$ cat src/rtl/plas_div.sv
// iterative restoring divider, 64 by 32 bits, one quotient bit per cycle
`timescale 1ns / 1ps
`default_nettype none
module plas_div (
  input  wire         clk_i,
  input  wire         rst_ni,
  input  wire         start_i,
  input  wire  [31:0] hi_i,
  input  wire  [31:0] lo_i,
  input  wire  [31:0] den_i,
  output logic        done_o,
  output logic [31:0] quo_o,
  output logic [31:0] rem_o
);

  logic [31:0] rem_q;
  logic [31:0] quo_q;
  logic [31:0] den_q;
  logic [4:0]  cnt_q;
  logic        act_q;
  logic        done_q;
  logic [32:0] shifted;
  logic        fits;

  assign shifted = {rem_q, quo_q[31]};
  assign fits    = shifted >= {1'b0, den_q};

  always_ff @(posedge clk_i or negedge rst_ni) begin
    if (!rst_ni) begin
      act_q  <= 1'b0;
      done_q <= 1'b0;
      cnt_q  <= '0;
    end else begin
      done_q <= 1'b0;
      if (start_i) begin
        act_q <= 1'b1;
        cnt_q <= '0;
      end else if (act_q) begin
        cnt_q <= cnt_q + 5'd1;
        if (cnt_q == 5'd31) begin
          act_q  <= 1'b0;
          done_q <= 1'b1;
        end
      end
    end
  end

  always_ff @(posedge clk_i) begin
    if (start_i) begin
      rem_q <= hi_i;
      quo_q <= lo_i;
      den_q <= den_i;
    end else if (act_q) begin
      rem_q <= fits ? 32'(shifted - {1'b0, den_q}) : shifted[31:0];
      quo_q <= {quo_q[30:0], fits};
    end
  end

  assign done_o = done_q;
  assign quo_o  = quo_q;
  assign rem_o  = rem_q;

endmodule
`default_nettype wire

$ cat config.mk
export PLATFORM = sky130hd
export DESIGN_NAME = plas_div
export DESIGN_NICKNAME = d
export VERILOG_FILES = /design/src/rtl/plas_div.sv
export SDC_FILE = /design/constraint.sdc
export NUM_CORES = 1
export LEC_CHECK = 0
export ABC_AREA = 1
export BUFFER_PORTS_ARGS = -buffer_cell sky130_fd_sc_hd__buf_2
export CAP_MARGIN = 20
export CORE_ASPECT_RATIO = 1.25
export CORE_MARGIN = 10
export CORE_UTILIZATION = 50
export DETAILED_ROUTE_END_ITERATION = 6
export MAX_ROUTING_LAYER = met4
export PLACE_DENSITY = 0.8
export SLEW_MARGIN = 20
export SYNTH_ARGS = -nofsm -noshare
export SYNTH_HDL_FRONTEND = slang
export SYNTH_SLANG_ARGS = --single-unit
$ cat constraint.sdc
create_clock -name clk_i -period 2.09 [get_ports clk_i]
set_input_delay 0.1045 -clock clk_i [delete_from_list [all_inputs] [get_ports clk_i]]
set_output_delay 0.1045 -clock clk_i [all_outputs]
set_load 0.03 [all_outputs]
# After elaboration in Yosys (flattened, before gate mapping)
# Cells that the tools add are included.
totals:
  ff_bits: 103
  in_bits: 99
  output_inout_bits: 65
  elab_cells: 24
op_classes:
  addsub: 2
  magnitude_cmp: 1
  n_eq_ne: 1
  mux: 13
  reduce_logical: 1
op_table:
  columns: ["cell", "n"]
  rows:
  - ["$mux W32", 5]
  - ["$ge A33 B32 Y1", 1]
  - ["$sub A32 B32 Y32", 1]
  - ["$mux W5", 2]
  - ["$mux W1", 6]
  - ["$add A5 B1 Y5 const B", 1]
  - ["$eq A5 B5 Y1 const B", 1]
  - ["$reduce_bool A2 Y1", 1]

# Depth between registers and ports, before layout
logic_depth:
  ltp_word: 4
  ltp_mapped: 16

# Worst setup path before layout
# No wires, ideal clock.
synth_path:
  path_kind: "input to register"
  start: "input start_i"
  end: "register quo_q[0] (netlist: quo_o[0]), enable pin"
  setup_ps: 690
  arrival_time_ps: 1998
  t_required_ps: 1400
  setup_slack_ps: -598
  cell_stages: 5
  path_buffers: 3
  path_cell_list: "clkbuf_1 > clkinv_1 > clkbuf_1 > buf_1 > nand2_1"
synth_between:
  elab_chain_cells: 1
synth_rtl:
  columns: ["item", "line_no", "rtl"]
  rows:
  - ["start: declaration", "7", "input wire start_i,"]
  - ["$reduce_bool A2 Y1 (no source line)", null, null]
  - ["end signal: assignment", "51", "quo_q <= lo_i;"]
  - ["end signal: assignment", "55", "quo_q <= {quo_q[30:0], fits};"]
  - ["end: declaration", "17", "logic [31:0] quo_q;"]
# No other way between the ends.
# A chain may end at the register's enable or synchronous reset.

# Final worst setup path
layout_path:
  start: "register rem_q[3] (netlist: rem_o[3])"
  end: "register rem_q[18] (netlist: rem_o[18]) (data pin)"
layout_between:
  elab_chain_cells: 4
  word_cells_on_any_way: 5
layout_rtl:
  columns: ["item", "line_no", "rtl"]
  rows:
  - ["start: declaration", "16", "logic [31:0] rem_q;"]
  - ["start signal: assignment", "50", "rem_q <= hi_i;"]
  - ["start signal: assignment", "54", "rem_q <= fits ? 32'(shifted - {1'b0, den_q}) : shifted[31:0];"]
  - ["$sub A32 B32 Y32 or $ge A33 B32 Y1 (tied branches)", "54, 26", null]
  - ["$mux W32 *", "54", null]
  - ["$mux W32 *", "53", "end else if (act_q) begin"]
  - ["$mux W32 *", "49", "if (start_i) begin"]
# Every way passes the cells marked *; elsewhere a longest branch is shown, timed or not. The select of a mux whose other input is x is not followed.

==> results.toml <==
[finish]
final-seq-area_um2 = 3058
num_antenna_cells = 0
synthToLayoutAreaGrowth_pct = 60.04
drive_gt1_share_pct = 44.68
fin_nets = 1483
fillerInstances = 858
multi_input_area_um2 = 4581
utilization_pct = 82.32
final_cell_area_um2 = 11470

[sta]
relSlewSlack_pct = 56.05
clock_skew_ps = 18.18
whs_ps = -2.941
period_minus_slack_ps = 2375
finalSetupViolations = 32
finalHoldViolCount = 1
grt_setup_unrepaired = "true"
setup_ws_ps = -285.0
fin_crit_sh_pct = 113.6
slew_violations = 0
timing.fmax_ghz = 0.4211
tightest_slew_ps = 658.3

[cts]
tritoncts = "yes"
htree_levels = 3
cts_root_buf = "clkbuf_16"
clockBufferDepth = 2
numCtsBuffers = 9
numClockSinks = 103
clk_pin_slew_ps = 90
clk_latency_ps = 380

[place]
post_dp_cell_area_um2 = 9723
place_congestion = 0.9818
hpwl_um = 18560
port-buffer-count = 163

[global_routing]
gr-usage-met1_pct = 28.98
grt_pass1_wl_um = 40160
busiest_layer = "met2"
grt_start_max_net_pins = 46
gr-usage-all-layers_pct = 26.53
gr-usage-met3_pct = 5.676
grt_pass1_vias = 7952
grtUsageMet2_pct = 45.17
antenna_found_initial = 0
grt_overflow = 0

[die]
pin_count = 164
initial_core_util_pct = 51.44
fp.dieArea_um2 = 19550
die_h_um = 153.9
core_area_um2 = 13930
fp.dieW_um = 127.1
fp-row-count = 48

[worst_setup_path]
path_class = "reg -> reg"
end_kind = "register"
crit_fanout = 4
required_ps = 2220
arrival_ps = 2500
worstSetupStartpointType = "register"

[synthesis]
async_reset_ff_share_pct = 6.796
postSynthNetCount = 1111
synth_ff_type = "edfxtp_1"
synth_top_area_share_pct = 40.22
synth_top_area_cell = "edfxtp_1"
synthTopCellsByArea = "edfxtp_1, nand2_1, inv_1, ha_1, nand3_1"
synthCells = 977
synth.distinct_cells = 36
synth_area_per_cell_um2 = 7.336
synth-seq-cells = 103
ys_warn_count = 0
seq_area_frac_synth_pct = 42.67
synth-edff-count = 96
syn_area_um2 = 7167

[worst_hold_path]
hp-class = "in -> reg"

[pwr]
combPwrFrac_pct = 70.5
sw_frac_of_total_pct = 46.97
switching_power_mw = 8.123
pwr-share-seq_pct = 18.6
peakVddDrop_uv = 925.4
power_frac_clock_pct = 10.9
power_mw = 17.29
power_density_nw_per_um2 = 1508
p_int_mw = 9.170
p_leak_nw = 5.973

[route]
vias = 8074
vias_per_cell = 5.281
wl_per_cell_um = 18.45
ant_nets = 0
drtPass1Iterations = 7
drc = 2
drt_wl_total_um = 28210
first_iter_violations = 705

[run]
cap_viol_max_count = 0

[status]
status = "finished, violations left"
failed_checks = "design-rule violations, negative hold slack, negative setup slack"
## sequential cells by signal (all words and copies together), names as in the netlist
name	flops
den_q	32
quo_o	32
rem_o	32
cnt_q	5
act_q	1
done_o	1
## cells in the final DEF, fill, tap and decap left out, types with 6 or more instances in the layout
cell type	synthesis	final
buf_6	2	8
dlygate4sd3_1	0	35
nand3b_1	25	25
buf_2	7	162
edfxtp_1	96	96
a21oi_2	2	7
nor2_4	2	13
buf_4	0	169
nand2_4	1	33
nand3_2	5	35
ha_4	0	32
inv_1	155	138
inv_2	4	21
nand2_1	435	343
nand3_1	64	30
clkbuf_16	0	9
buf_12	0	6
nand2_2	12	70
dfrtp_1	7	7
nor2_1	42	27
a21oi_1	16	10
nand4_1	10	10
nor2_2	10	14
xnor2_1	14	12
## metal layers
layer | vias to the layer above | routed length (um)
met5 | - | 0
met4 | 0 | 1381
met3 | 104 | 2190
met2 | 409 | 14010
met1 | 3754 | 10630
li1 | 3807 | -
## power groups by stage
stage	Sequential (mW)	Combinational [mW]	Clock, mW
final	3.21	12.2	1.89
after global routing	3.25	12.9	1.96
after CTS	3.19	10.5	1.88
after detailed placement	3.23	9.53	0
after global placement	3.21	9.40	0
after floorplan	4.01	5.04	0
## area by class of cell
cell class | instances | share of cell area [%]
clock buffers | 9 | 1.964
clock inverters | 7 | 0.8836
inverters | 160 | 5.258
multi-input cells | 693 | 39.94
flip-flops and latches | 103 | 26.66
well taps | 175 | 1.909
repair buffers | 382 | 23.39
## path summary, 6_finish.rpt
path                            startpoint         to  slack [ps]  cells past startpoint
worst max-delay path              rem_o[3]  rem_o[18]        -280                     15
worst min-delay path               lo_i[0]   quo_o[0]          -3                      3
worst max register to register    rem_o[3]  rem_o[18]        -280                     15
worst min register to register   quo_o[24]  quo_o[25]         540                      2
max in group asynchronous           rst_ni   cnt_q[3]        1810                      2
min in group asynchronous           rst_ni      act_q         110                      2
## per-stage QoR
stage          TNS, ps  hold WS (ps)  worst slack [ps]  std cells
6_report         -4722        -2.941            -285.0       1529
3_5_place_dp     -3719        -51.72            -195.1       1437
4_1_cts          -3503        0.6326            -141.2       1516
5_1_grt          -7359         8.635            -296.5       1529
3_3_place_gp     -3659        -54.94            -186.3       1437
2_1_floorplan    -1348        -191.1            -136.4        977
## cell usage after synthesis, drive strengths merged, types with 2 or more instances
cell type,n
o21ai,5
ha,34
inv,159
nand4,10
xnor2,14
buf,11
nand3,69
clkbuf,11
a21oi,18
nor3,5
dfrtp,7
edfxtp,96
nor2,55
nand3b,25
and2,2
nand2,449
## worst max-delay path, cell delays in order, from the launching register on
cell	delay [ps]
edfxtp_1	470
ha_4	340
nand2_2	90
buf_4	150
nor2_1	180
nand2_2	110
nand3_4	100
nand2_1	100
nand2_4	110
nand2_2	80
nand2_1	70
nand2_1	80
nand2_2	90
nand2_4	50
nand3_2	60
nand2_1	50
## timing repair
item | CTS | global route
hold buffers | 35 | 0
pin swaps | 27 | 61
gates cloned | 3 | 0
buffers inserted | 26 | 16
hold endpoints to repair | 41 | 0
gates resized for setup | 69 | 139
setup endpoints to repair | 32 | 33
## cells by family (layout without fill, tap and decap cells)
| family | after synthesis | count (layout) | share of synthesized area, % |
|---|---|---|---|
| AND/OR/NAND/NOR | 616 | 617 | 37.27 |
| adder cells (fa/ha/maj) | 35 | 35 | 6.215 |
| XOR/XNOR | 14 | 14 | 1.711 |
| AO/OA/AOI/OAI | 27 | 27 | 2.113 |
| flip-flops | 103 | 103 | 42.67 |
| buffers and inverters | 182 | 558 | 10.02 |
(Power assumes the default switching activity.)
