### config.mk
export PLATFORM = sky130hd
export DESIGN_NAME = plas_isqrt
export DESIGN_NICKNAME = d
export VERILOG_FILES = /design/src/rtl/plas_isqrt.sv
export SDC_FILE = /design/constraint.sdc
export NUM_CORES = 1
export LEC_CHECK = 0
export ABC_CLOCK_PERIOD_IN_PS = 3050
export BUFFER_PORTS_ARGS = -buffer_cell sky130_fd_sc_hd__buf_2
export CORE_MARGIN = 10
export CORE_UTILIZATION = 33
export DETAILED_ROUTE_END_ITERATION = 8
export GPL_TIMING_DRIVEN = 0
export PLACE_DENSITY = 0.49
export SETUP_SLACK_MARGIN = 0.5
export SLEW_MARGIN = 20
export SYNTH_ARGS = -nofsm -noshare
export SYNTH_HDL_FRONTEND = slang
export SYNTH_SLANG_ARGS = --single-unit
### constraint.sdc
create_clock -name clk_i -period 3.05 [get_ports clk_i]
set_clock_uncertainty 0.2 [all_clocks]
set_input_delay 0.305 -clock clk_i [delete_from_list [all_inputs] [get_ports clk_i]]
set_output_delay 0.305 -clock clk_i [all_outputs]
set_load 0.1 [all_outputs]
### src/rtl/plas_isqrt.sv
// iterative 64-bit integer square root, two radicand bits per cycle
`timescale 1ns / 1ps
`default_nettype none
module plas_isqrt (
  input  wire         clk_i,
  input  wire         rst_ni,
  input  wire         start_i,
  input  wire  [63:0] rad_i,
  output logic        done_o,
  output logic [31:0] root_o
);

  logic [63:0] rad_q;
  logic [33:0] rem_q;
  logic [31:0] root_q;
  logic [4:0]  cnt_q;
  logic        act_q;
  logic        done_q;
  logic [35:0] shifted;
  logic [35:0] trial;
  logic        fits;

  assign shifted = {rem_q, rad_q[63:62]};
  assign trial   = {2'b00, root_q, 2'b01};
  assign fits    = shifted >= trial;

  always_ff @(posedge clk_i or negedge rst_ni) begin
    if (!rst_ni) begin
      act_q  <= 1'b0;
      done_q <= 1'b0;
      cnt_q  <= '0;
    end else begin
      done_q <= 1'b0;
      if (start_i) begin
        act_q <= 1'b1;
        cnt_q <= '0;
      end else if (act_q) begin
        cnt_q <= cnt_q + 5'd1;
        if (cnt_q == 5'd31) begin
          act_q  <= 1'b0;
          done_q <= 1'b1;
        end
      end
    end
  end

  always_ff @(posedge clk_i) begin
    if (start_i) begin
      rad_q  <= rad_i;
      rem_q  <= '0;
      root_q <= '0;
    end else if (act_q) begin
      rad_q  <= {rad_q[61:0], 2'b00};
      rem_q  <= fits ? 34'(shifted - trial) : shifted[33:0];
      root_q <= {root_q[30:0], fits};
    end
  end

  assign done_o = done_q;
  assign root_o = root_q;

endmodule
`default_nettype wire

; ---- Word-level counts from Yosys, hierarchy flattened
; Index checks and enable logic that the tools add are counted.
[word_totals]
ff_bits = 137
input_bits = 67
output_inout_bits = 33
word_cells = 22
[op_classes]
n_addsub = 2
n_lt_le_gt_ge = 1
eq_ne = 1
muxes = 11
n_reduce_logical = 1
[op_table]
columns = operator, count
row1 = $mux W64, 2
row2 = $ge A36 B34 Y1, 1
row3 = $mux W34, 1
row4 = $sub A34 B34 Y34, 1
row5 = $mux W5, 2
row6 = $mux W1, 6
row7 = $add A5 B1 Y5 const B, 1
row8 = $eq A5 B5 Y1 const B, 1
row9 = $reduce_bool A2 Y1, 1

; ---- Depth between registers and ports, before layout
; Gate-level depths: netlist of run 1.
[logic_depth]
ltp_word = 4
mapped_depth = 13
ltp_nobuf = 11

; ---- Least setup slack after synthesis of run 1
; Ideal clock, no wire load.
[synth_path]
path_kind = register to register
start = reg root_q[2] (netlist: root_o[2])
end = reg rem_q[23]
setup_ns = 0.086
arrival_ns = 3.180
setup_slack_ns = -0.415
stages_incl_launch_ff = 12
period_less_slack_ns = 3.465
path_cell_list = dfxtp_1 inv_1 ha_1 a21oi_1 o31ai_2 o21ai_2 a211oi_1 or3_1 a31oi_1 xnor2_1 mux2i_1 a211oi_1
[synth_between]
elab_chain_len = 2
[synth_lines]
columns = item, line_no
row1 = "start, declared", 15  ; logic [31:0] root_q;
row2 = "start signal, assigned", 55  ; root_q <= {root_q[30:0], fits};
row3 = $sub A34 B34 Y34 or $ge A36 B34 Y1 (tied branches), "54, 25"
row4 = $mux W34 (*), 54  ; rem_q <= fits ? 34'(shifted - trial) : shifted[33:0];
row5 = "end signal, assigned", 54
row6 = "end, declared", 14  ; logic [33:0] rem_q;
; Every way passes the cells marked *; elsewhere a longest branch is shown, timed or not.
; A chain may end at the register's enable or synchronous reset.

; ---- Worst setup path in the final report of run 1
[layout_path]
start = reg root_q[5] (netlist: root_o[5])
end = reg rem_q[17]
; The elaborated chain is that of the path after synthesis.

==> results of run 1 <==
worst max-delay path, stage by stage, from the launching register on:
cell	delay [ns]
dfxtp_4	0.35
inv_2	0.04
ha_4	0.25
a21oi_4	0.14
o21ai_2	0.08
or3_4	0.36
o211ai_4	0.18
nand3_2	0.12
a31oi_4	0.26
buf_6	0.17
buf_12	0.15
mux2i_2	0.24
a211oi_2	0.09
synth_stat cells, types with 3 or more instances:
cell type and count:
dfrtp_1 7, edfxtp_1 64, nand4_1 3, mux2_2 62
o21bai_1 4, nor2_1 95, o21ai_0 16, nand2b_1 5
clkbuf_1 24, buf_6 3, buf_1 4, nor2b_1 8
nand2_1 32, and2_1 4, or3_1 3, ha_1 36
a31oi_1 10, o22ai_1 3, a21oi_1 38, dfxtp_1 66
xor2_1 12, and3_1 7, o21a_1 5, a211oi_1 31
nor3_1 10, a21o_1 10, o21ai_2 3, inv_1 42
nand3_1 9, xnor2_1 20, mux2i_1 47
through the flow:
step / cells / util [%] / instance area, sq um
floorplan: 715 / - / 7760
global placement: 1093 / 39.1 / 8610
detailed placement: 1094 / 39.2 / 8630
CTS: 1239 / 48.1 / 10600
global route: 1247 / 50.0 / 11000
finish: 1247 / 50.0 / 11000
timing repair:
action / in CTS / in global routing
resized for setup: 73 / 72
endpoints found under the hold margin: 70 / 0
setup endpoints to repair: 99 / 35
gates cloned: 3 / 2
setup buffers: 46 / 6
pin swaps: 49 / 38
hold buffers: 64 / 0
cell usage in the layout, fill, tap and decap left out, types with 6 or more instances in the layout:
cell type,synthesis,routed
buf_2,2,98
nor2_1,95,85
dlygate4sd3_1,0,64
edfxtp_1,64,64
mux2_2,62,62
buf_4,1,45
mux2i_1,47,41
inv_1,42,34
nand2_1,32,27
dfxtp_1,66,26
dfxtp_4,0,26
clkbuf_1,24,22
a211oi_1,31,21
ha_4,0,21
a21oi_1,38,19
xnor2_1,20,19
clkbuf_16,0,19
a21oi_2,1,17
ha_1,36,14
dfxtp_2,0,14
xor2_1,12,11
a211oi_2,1,11
o21ai_0,16,10
buf_6,3,10
a21o_1,10,9
nor3_1,10,8
nor2b_1,8,7
a31oi_1,10,7
nor2_2,0,7
inv_2,0,7
dfrtp_1,7,7
inv_8,0,7
nand3_1,9,6
logic make-up (layout without fill, tap and decap cells):
logic type | count (synthesis) | after routing | share of synthesized area [%]
fa+ha+maj | 36 | 36 | 6.06
buf+inv | 76 | 328 | 4.22
mux | 109 | 109 | 15.7
xor+xnor | 32 | 32 | 3.77
flops | 137 | 137 | 46.0
simple gates | 185 | 185 | 11.2
compound gates | 140 | 140 | 13.1
power groups by stage:
| stage | Combinational, uW | Clock (uW) | Sequential, uW |
|---|---|---|---|
| after floorplan | 3400 | 0 | 2490 |
| after global placement | 4260 | 0 | 2440 |
| after detailed placement | 4300 | 0 | 2440 |
| after CTS | 5460 | 2170 | 2420 |
| after global routing | 6850 | 2260 | 2490 |
| final | 6330 | 2120 | 2460 |
layout make-up:
cell class / instances / area share (%)
Inverter: 42 / 1.47
Clock buffer: 17 / 3.86
Clock inverter: 15 / 1.57
Timing Repair Buffer: 219 / 15.3
Buffer: 34 / 1.94
Multi-Input combinational cell: 502 / 40.6
Tap cell: 280 / 3.18
Sequential cell: 137 / 32.1
Timing Repair inverter: 1 / 0.0682
per-layer routing:
layer  vias up  GRT usage, %  part of all wire (%)
met5         -             0                     0
met4         0          3.70                   1.1
met3        17          4.40                   4.8
met2       104          25.0                    49
met1      3008          17.3                    45
li1       3044             -                     -
sequential cells by signal, summed over array words and instances (netlist names):
| signal | flops |
|---|---|
| act_q | 1 |
| cnt_q | 5 |
| done_o | 1 |
| rad_q | 64 |
| rem_q | 34 |
| root_o | 32 |
worst paths after layout:
| path | slack [ns] | cells past startpoint | endpoint |
|---|---|---|---|
| max in group asynchronous | 2.44 | 2 | cnt_q[0]$_DFFE_PN0P_ |
| worst min-delay path | 0.009 | 2 | rad_q[13]$_DFFE_PP_ |
| worst min register to register | 0.31 | 2 | rem_q[32]$_SDFFE_PP0P_ |
| min in group asynchronous | 0.04 | 2 | cnt_q[2]$_DFFE_PN0P_ |
| worst max-delay path | 0.26 | 12 | rem_q[17]$_SDFFE_PP0P_ |
| worst max register to register | 0.26 | 12 | rem_q[17]$_SDFFE_PP0P_ |
==> results by group, run 1 <==
Global route
  • Gr usage total: 14.6%
  • Largest net degree at the start of global routing: 37
  • Grt total ovfl: 0
  • Vias in the first global route: 6671
  • Antenna violations before repair: 0
  • First-pass GRT wire length: about 34000 microns

Drt
  • Initial DRC Count: between 200 and 250
  • Routed WL: 21100 microns
  • DRT antenna net count: 0
  • Via Count: between 6000 and 7000
  • DR pass1 iterations: 4
  • Wire per inst: 16.9 microns
  • DR vias/cell: around 5.0
  • Residual DRC: 0

Worst setup path
  • Setup crit end kind: flop
  • Critical path peak fanout: 5
  • Critical R2R Launch: root_o[5]$_SDFFE_PP0P_
  • Data arrival, critical path: 2.87 ns
  • CP Class: flop to flop
  • Crit path required time: between 3 and 4 ns
  • CP Launch Type: flop
  • Critical Path Start: root_o[5]$_SDFFE_PP0P_

Clocking
  • Clock-pin slew on the worst setup and hold paths: 0.07 ns
  • CTS root buf: clkbuf_16
  • Clk_lat worst skew: 0.43 ns
  • # H-tree levels: 4
  • Clock buffer depth: 2
  • Clock sink count: 137
  • Num CTS Buffers: 17
  • CTS tree: yes

Die
  • Effective utilization at floorplan: roughly a third
  • Num ports: 100
  • Die area: 0.0289 sq mm
  • Number of placement rows: 54
  • Die outline height: 170 microns
  • Width of the die: 170 microns
  • CORE AREA: roughly 0.022 sq mm

Final layout
  • Layout cells sized above 1: 43.2%
  • Area growth, synth to finish: 48.1%
  • Multi-input logic area: 0.00447 sq mm
  • Nets: 1057
  • Register area: roughly 0.0035 sq mm
  • ANT cells: 0
  • Fillers: 2008

Power
  • Clk pwr share: 19.5%
  • Switch Pwr: 4250 uW
  • Maximum vdd drop: 0.000493 V
  • Logic gate share of total power: 58.0%
  • Leak: 0.00460 uW
  • Sequential power share: between 20% and 30%
  • Tot Pwr: between 10000 and 15000 uW
  • Internal power: 6670 uW
  • Cell Pwr Density: 991 mW/mm^2
  • Switching fraction of total power: 38.9%

STA
  • Total negative slack: 0 ns
  • Final hold slack: about 0.0087 ns
  • Final worst setup slack: 0.264 ns
  • Crit path time final: between 2 and 3 ns
  • Final count of hold timing violations: 0
  • Worst slew pin tran: 0.894 ns
  • Tcrit/Tclk final: 91.3%
  • RSZ-0062 raised after global routing: true
  • Final setup viols: 0
  • Final Max Tran Viols: 0
  • Slew HR: 40.4%
  • Fmax achieved: 359 MHz

Logic synthesis
  • Mean Syn Cell Area: 10.4 sq um
  • Most used DFF post-synth: dfxtp_1
  • Cells after Synth: 715
  • Synthesized flop and latch total: 137
  • Top post-synthesis cells by area: edfxtp_1 (26%), dfxtp_1 (18%), mux2_2 (9.4%), mux2i_1 (6.3%), ha_1 (6.1%)
  • Mapped Nets: ~820
  • Synth unique cells: 55
  • Cell taking the most area after synthesis: edfxtp_1
  • Synthesis Warnings: 0
  • Cell area after synthesis: 0.00744 sq mm
  • Ys async rst share: around 5%
  • Post-synth top area share: between 20% and 30%
  • Post-synth EDFFs: 64
  • Sequential share of the synthesized area: between 40% and 50%

Outcome
  • Outcome: finished clean

Run
  • Maxcap violations: 0

Min path
  • Min-delay src: rad_i[13]
  • Type of the tightest min-delay check: primary input to flop

Place
  • Port bufs: 98
  • Pre-CTS setup slack: 0.156 ns
  • Final RePlAce weighted congestion: between 0.8 and 0.9
  • Hpwl dp: ~14000 microns
No activity file was read; power rests on OpenSTA's default activity.
==> inputs of run 2 (changes only) <==
--- a/config.mk
+++ b/config.mk
@@ -5,13 +5,13 @@
 export SDC_FILE = /design/constraint.sdc
 export NUM_CORES = 1
 export LEC_CHECK = 0
-export ABC_CLOCK_PERIOD_IN_PS = 3050
+export ABC_CLOCK_PERIOD_IN_PS = 2550
 export BUFFER_PORTS_ARGS = -buffer_cell sky130_fd_sc_hd__buf_2
 export CORE_MARGIN = 10
 export CORE_UTILIZATION = 33
 export DETAILED_ROUTE_END_ITERATION = 8
 export GPL_TIMING_DRIVEN = 0
-export PLACE_DENSITY = 0.49
+export PLACE_DENSITY = 0.5
 export SETUP_SLACK_MARGIN = 0.5
 export SLEW_MARGIN = 20
 export SYNTH_ARGS = -nofsm -noshare
==> constraint.sdc (replaced) <==
create_clock -name clk_i -period 2.55 [get_ports clk_i]
set_clock_uncertainty 0.2 [all_clocks]
set_input_delay 0.255 -clock clk_i [delete_from_list [all_inputs] [get_ports clk_i]]
set_output_delay 0.255 -clock clk_i [all_outputs]
set_load 0.1 [all_outputs]
==> results by group, run 2 (synthesis results as in run 1) <==
Place
  • Post-DP Area: 0.00864 sq mm (was 0.00863 sq mm)
  • Final RePlAce weighted congestion: 0.817 (was 0.824)
  • Hpwl dp: 14100 microns (about the same)
  • Cells after DPL: 1094 (unchanged)
  • Port bufs: 98 (unchanged)

Die
  • Die outline height: 170 microns (unchanged)
  • Effective utilization at floorplan: 33.8% (unchanged)
  • Die area: 0.0289 sq mm (unchanged)
  • Num ports: 100 (unchanged)
  • Number of placement rows: 54 (unchanged)
  • CORE AREA: 0.0220 sq mm (unchanged)
  • Width of the die: 170 microns (unchanged)

Power
  • Cell Pwr Density: 1170 mW/mm^2 (was 991 mW/mm^2)
  • Switch Pwr: 5020 uW (was 4250 uW)
  • Switching fraction of total power: 38.7% (was 38.9%)
  • Leak: 0.00464 uW (was 0.00460 uW)
  • Internal power: 7960 uW (was 6670 uW)
  • Logic gate share of total power: 58.7% (was 58.0%)
  • Sequential power share: 22.6% (was 22.5%)
  • Maximum vdd drop: 0.000587 V (was 0.000493 V)
  • Clk pwr share: 18.7% (was 19.5%)

Final layout
  • Final instance area: 0.0110 sq mm (about the same)
  • Layout cells sized above 1: 43.4% (was 43.2%)
  • Non-Filler Instances: 1248 (was 1247)
  • Final core occ: 50.1% (was 50.0%)
  • Largest Register: rad_q (unchanged)
  • Area growth, synth to finish: 48.5% (was 48.1%)
  • ANT cells: 0 (unchanged)
  • Fillers: 1985 (was 2008)
  • Commonest non-fill, non-tap cell in the layout: buf_2 (unchanged)
  • Number of flip-flops in the largest register: 64 (unchanged)
  • Nets: 1058 (was 1057)
  • Most frequent cells in the layout: buf_2 (98), nor2_1 (86), dlygate4sd3_1 (67), edfxtp_1 (64), mux2_2 (62) (was buf_2 (98), nor2_1 (85), dlygate4sd3_1 (64), edfxtp_1 (64), mux2_2 (62))

Outcome
  • Outcome: finished with violations (was finished clean)
  • Failing checks: negative setup slack

Global route
  • Largest net degree at the start of global routing: 32 (was 37)
  • Antenna violations before repair: 0 (unchanged)
  • First-pass GRT wire length: 34400 microns (was 34100 microns)
  • Vias in the first global route: 6612 (was 6671)
  • Gr usage total: 14.7% (was 14.6%)
  • Grt total ovfl: 0 (unchanged)

STA
  • Final count of hold timing violations: 0 (unchanged)
  • Tcrit/Tclk final: 111% (was 91.3%)
  • Worst slew pin tran: 0.805 ns (was 0.894 ns)
  • Slew HR: 46.3% (was 40.4%)
  • Fmax achieved: 352 MHz (was 359 MHz)
  • Final setup viols: 35 (was 0)
  • Final Max Tran Viols: 0 (unchanged)
  • RSZ-0062 raised after global routing: true (unchanged)
  • Total negative slack: -7.07 ns (was 0 ns)
  • Final worst setup slack: -0.288 ns (was 0.264 ns)
  • Crit path time final: 2.84 ns (was 2.79 ns)

Clocking
  • Clock sink count: 137 (unchanged)
  • Clk_lat worst skew: 0.43 ns (about the same)
  • Num CTS Buffers: 17 (unchanged)
  • CTS tree: yes (unchanged)
  • CTS root buf: clkbuf_16 (unchanged)
  • Clock buffer depth: 2 (unchanged)
  • # H-tree levels: 4 (unchanged)
  • Clock-pin slew on the worst setup and hold paths: 0.06 ns (was 0.07 ns)

Worst setup path
  • Buf+Inv Stages, Crit Path: 3 (unchanged)
  • Critical path peak fanout: 5 (unchanged)
  • Highest cell delay on the worst timing path: 0.37 ns (was 0.36 ns)
  • Crit-path cells: inv_2 -> ha_4 -> a21oi_4 -> o21ai_2 -> or3_4 -> o211ai_4 -> nand3_2 -> a31oi_4 -> buf_6 -> clkbuf_16 -> mux2i_2 -> a211oi_1 (was inv_2 -> ha_4 -> a21oi_4 -> o21ai_2 -> or3_4 -> o211ai_4 -> nand3_2 -> a31oi_4 -> buf_6 -> buf_12 -> mux2i_2 -> a211oi_2)
  • CP Depth: 12 (unchanged)
  • Crit path max-delay family: compound AO/OA/AOI/OAI gates (unchanged)
  • Crit path required time: 2.64 ns (was 3.13 ns)
  • Critical path's slowest cell: or3_4 (unchanged)
  • Data arrival, critical path: 2.92 ns (was 2.87 ns)
  • CP Class: flop to flop (unchanged)
  • Reg2reg path depth: 12 (unchanged)
  • Setup crit end kind: flop (unchanged)
  • CP Launch Type: flop (unchanged)

Drt
  • M1 WL: 9650 microns (was 9470 microns)
  • DR pass1 iterations: 4 (unchanged)
  • Max Used Layer: met4 (unchanged)
  • DR vias/cell: 4.99 (was 4.95)
  • Met3 Wirelength: 1200 microns (was 1010 microns)
  • DR WL met2: 10300 microns (was 10400 microns)
  • Wire per inst: 17.1 microns (was 16.9 microns)
  • Routed WL: 21400 microns (was 21100 microns)
  • Via Count: 6229 (was 6173)
  • Initial DRC Count: 287 (was 242)
  • Residual DRC: 0 (unchanged)
  • DRT antenna net count: 0 (unchanged)

Run
  • Maxcap violations: 0 (unchanged)

Min path
  • Hold Path Depth: 2 (unchanged)
  • Type of the tightest min-delay check: flop to flop (was primary input to flop)
run 2: worst min-delay path, delay by kind of cell, from the launching register on:
family | cells | cell delay [ns]
simple gates | 1 | 0.09
flops | 1 | 0.31
compound gates | 1 | 0.06
run 2: timing repair:
| action | 4_1_cts | 5_1_grt |
|---|---|---|
| setup buffers | 35 | 16 |
| pin swaps | 28 | 38 |
| gates resized for setup | 65 | 83 |
| hold buffers | 67 | 0 |
| cloned | 2 | 2 |
| setup endpoints to repair | 133 | 51 |
| endpoints found under the hold margin | 71 | 0 |
run 2: final timing paths:
path                                           to  slack (ns)                   start
setup / recovery           rem_q[21]$_SDFFE_PP0P_       -0.29  root_o[5]$_SDFFE_PP0P_
hold / removal             rem_q[32]$_SDFFE_PP0P_        0.31  rem_q[32]$_SDFFE_PP0P_
setup reg to reg           rem_q[21]$_SDFFE_PP0P_       -0.29  root_o[5]$_SDFFE_PP0P_
hold reg to reg            rem_q[32]$_SDFFE_PP0P_        0.31  rem_q[32]$_SDFFE_PP0P_
max in group asynchronous    cnt_q[0]$_DFFE_PN0P_        0.81                  rst_ni
min in group asynchronous    cnt_q[1]$_DFFE_PN0P_        0.49                  rst_ni
run 2: layout make-up:
cell class,count,area [sq um],share of cell area (%)
Clock buffer,18,429,3.89
Timing Repair Buffer,220,1690,15.3
Clock inverter,14,136,1.23
Timing Repair inverter,1,7.51,0.0680
Sequential cell,137,3530,31.9
Inverter,42,161,1.46
Tap cell,280,350,3.17
Buffer,34,248,2.24
Multi-Input combinational cell,502,4500,40.7
run 2: per-stage QoR:
step	hold WS [ns]	total power (uW)	worst slack (ns)
floorplan	-0.241	7050	-0.222
global placement	-0.102	8030	-0.332
detailed placement	-0.0953	8060	-0.317
CTS	0.294	11600	-0.223
global route	0.338	13800	-0.445
finish	0.306	13000	-0.288
run 2: per-layer routing:
layer | vias up | global-route usage, %
li1 | 3059 | -
met1 | 3006 | 17.9
met2 | 138 | 24.3
met3 | 26 | 5.11
met4 | 0 | 3.39
met5 | - | 0
run 2: power groups by stage:
| stage | sequential, uW | combinational, uW | clock, uW |
|---|---|---|---|
| finish | 2930 | 7620 | 2420 |
| global route | 2960 | 8240 | 2590 |
| CTS | 2900 | 6250 | 2480 |
| detailed placement | 2920 | 5140 | 0 |
| global placement | 2910 | 5120 | 0 |
| floorplan | 2980 | 4070 | 0 |
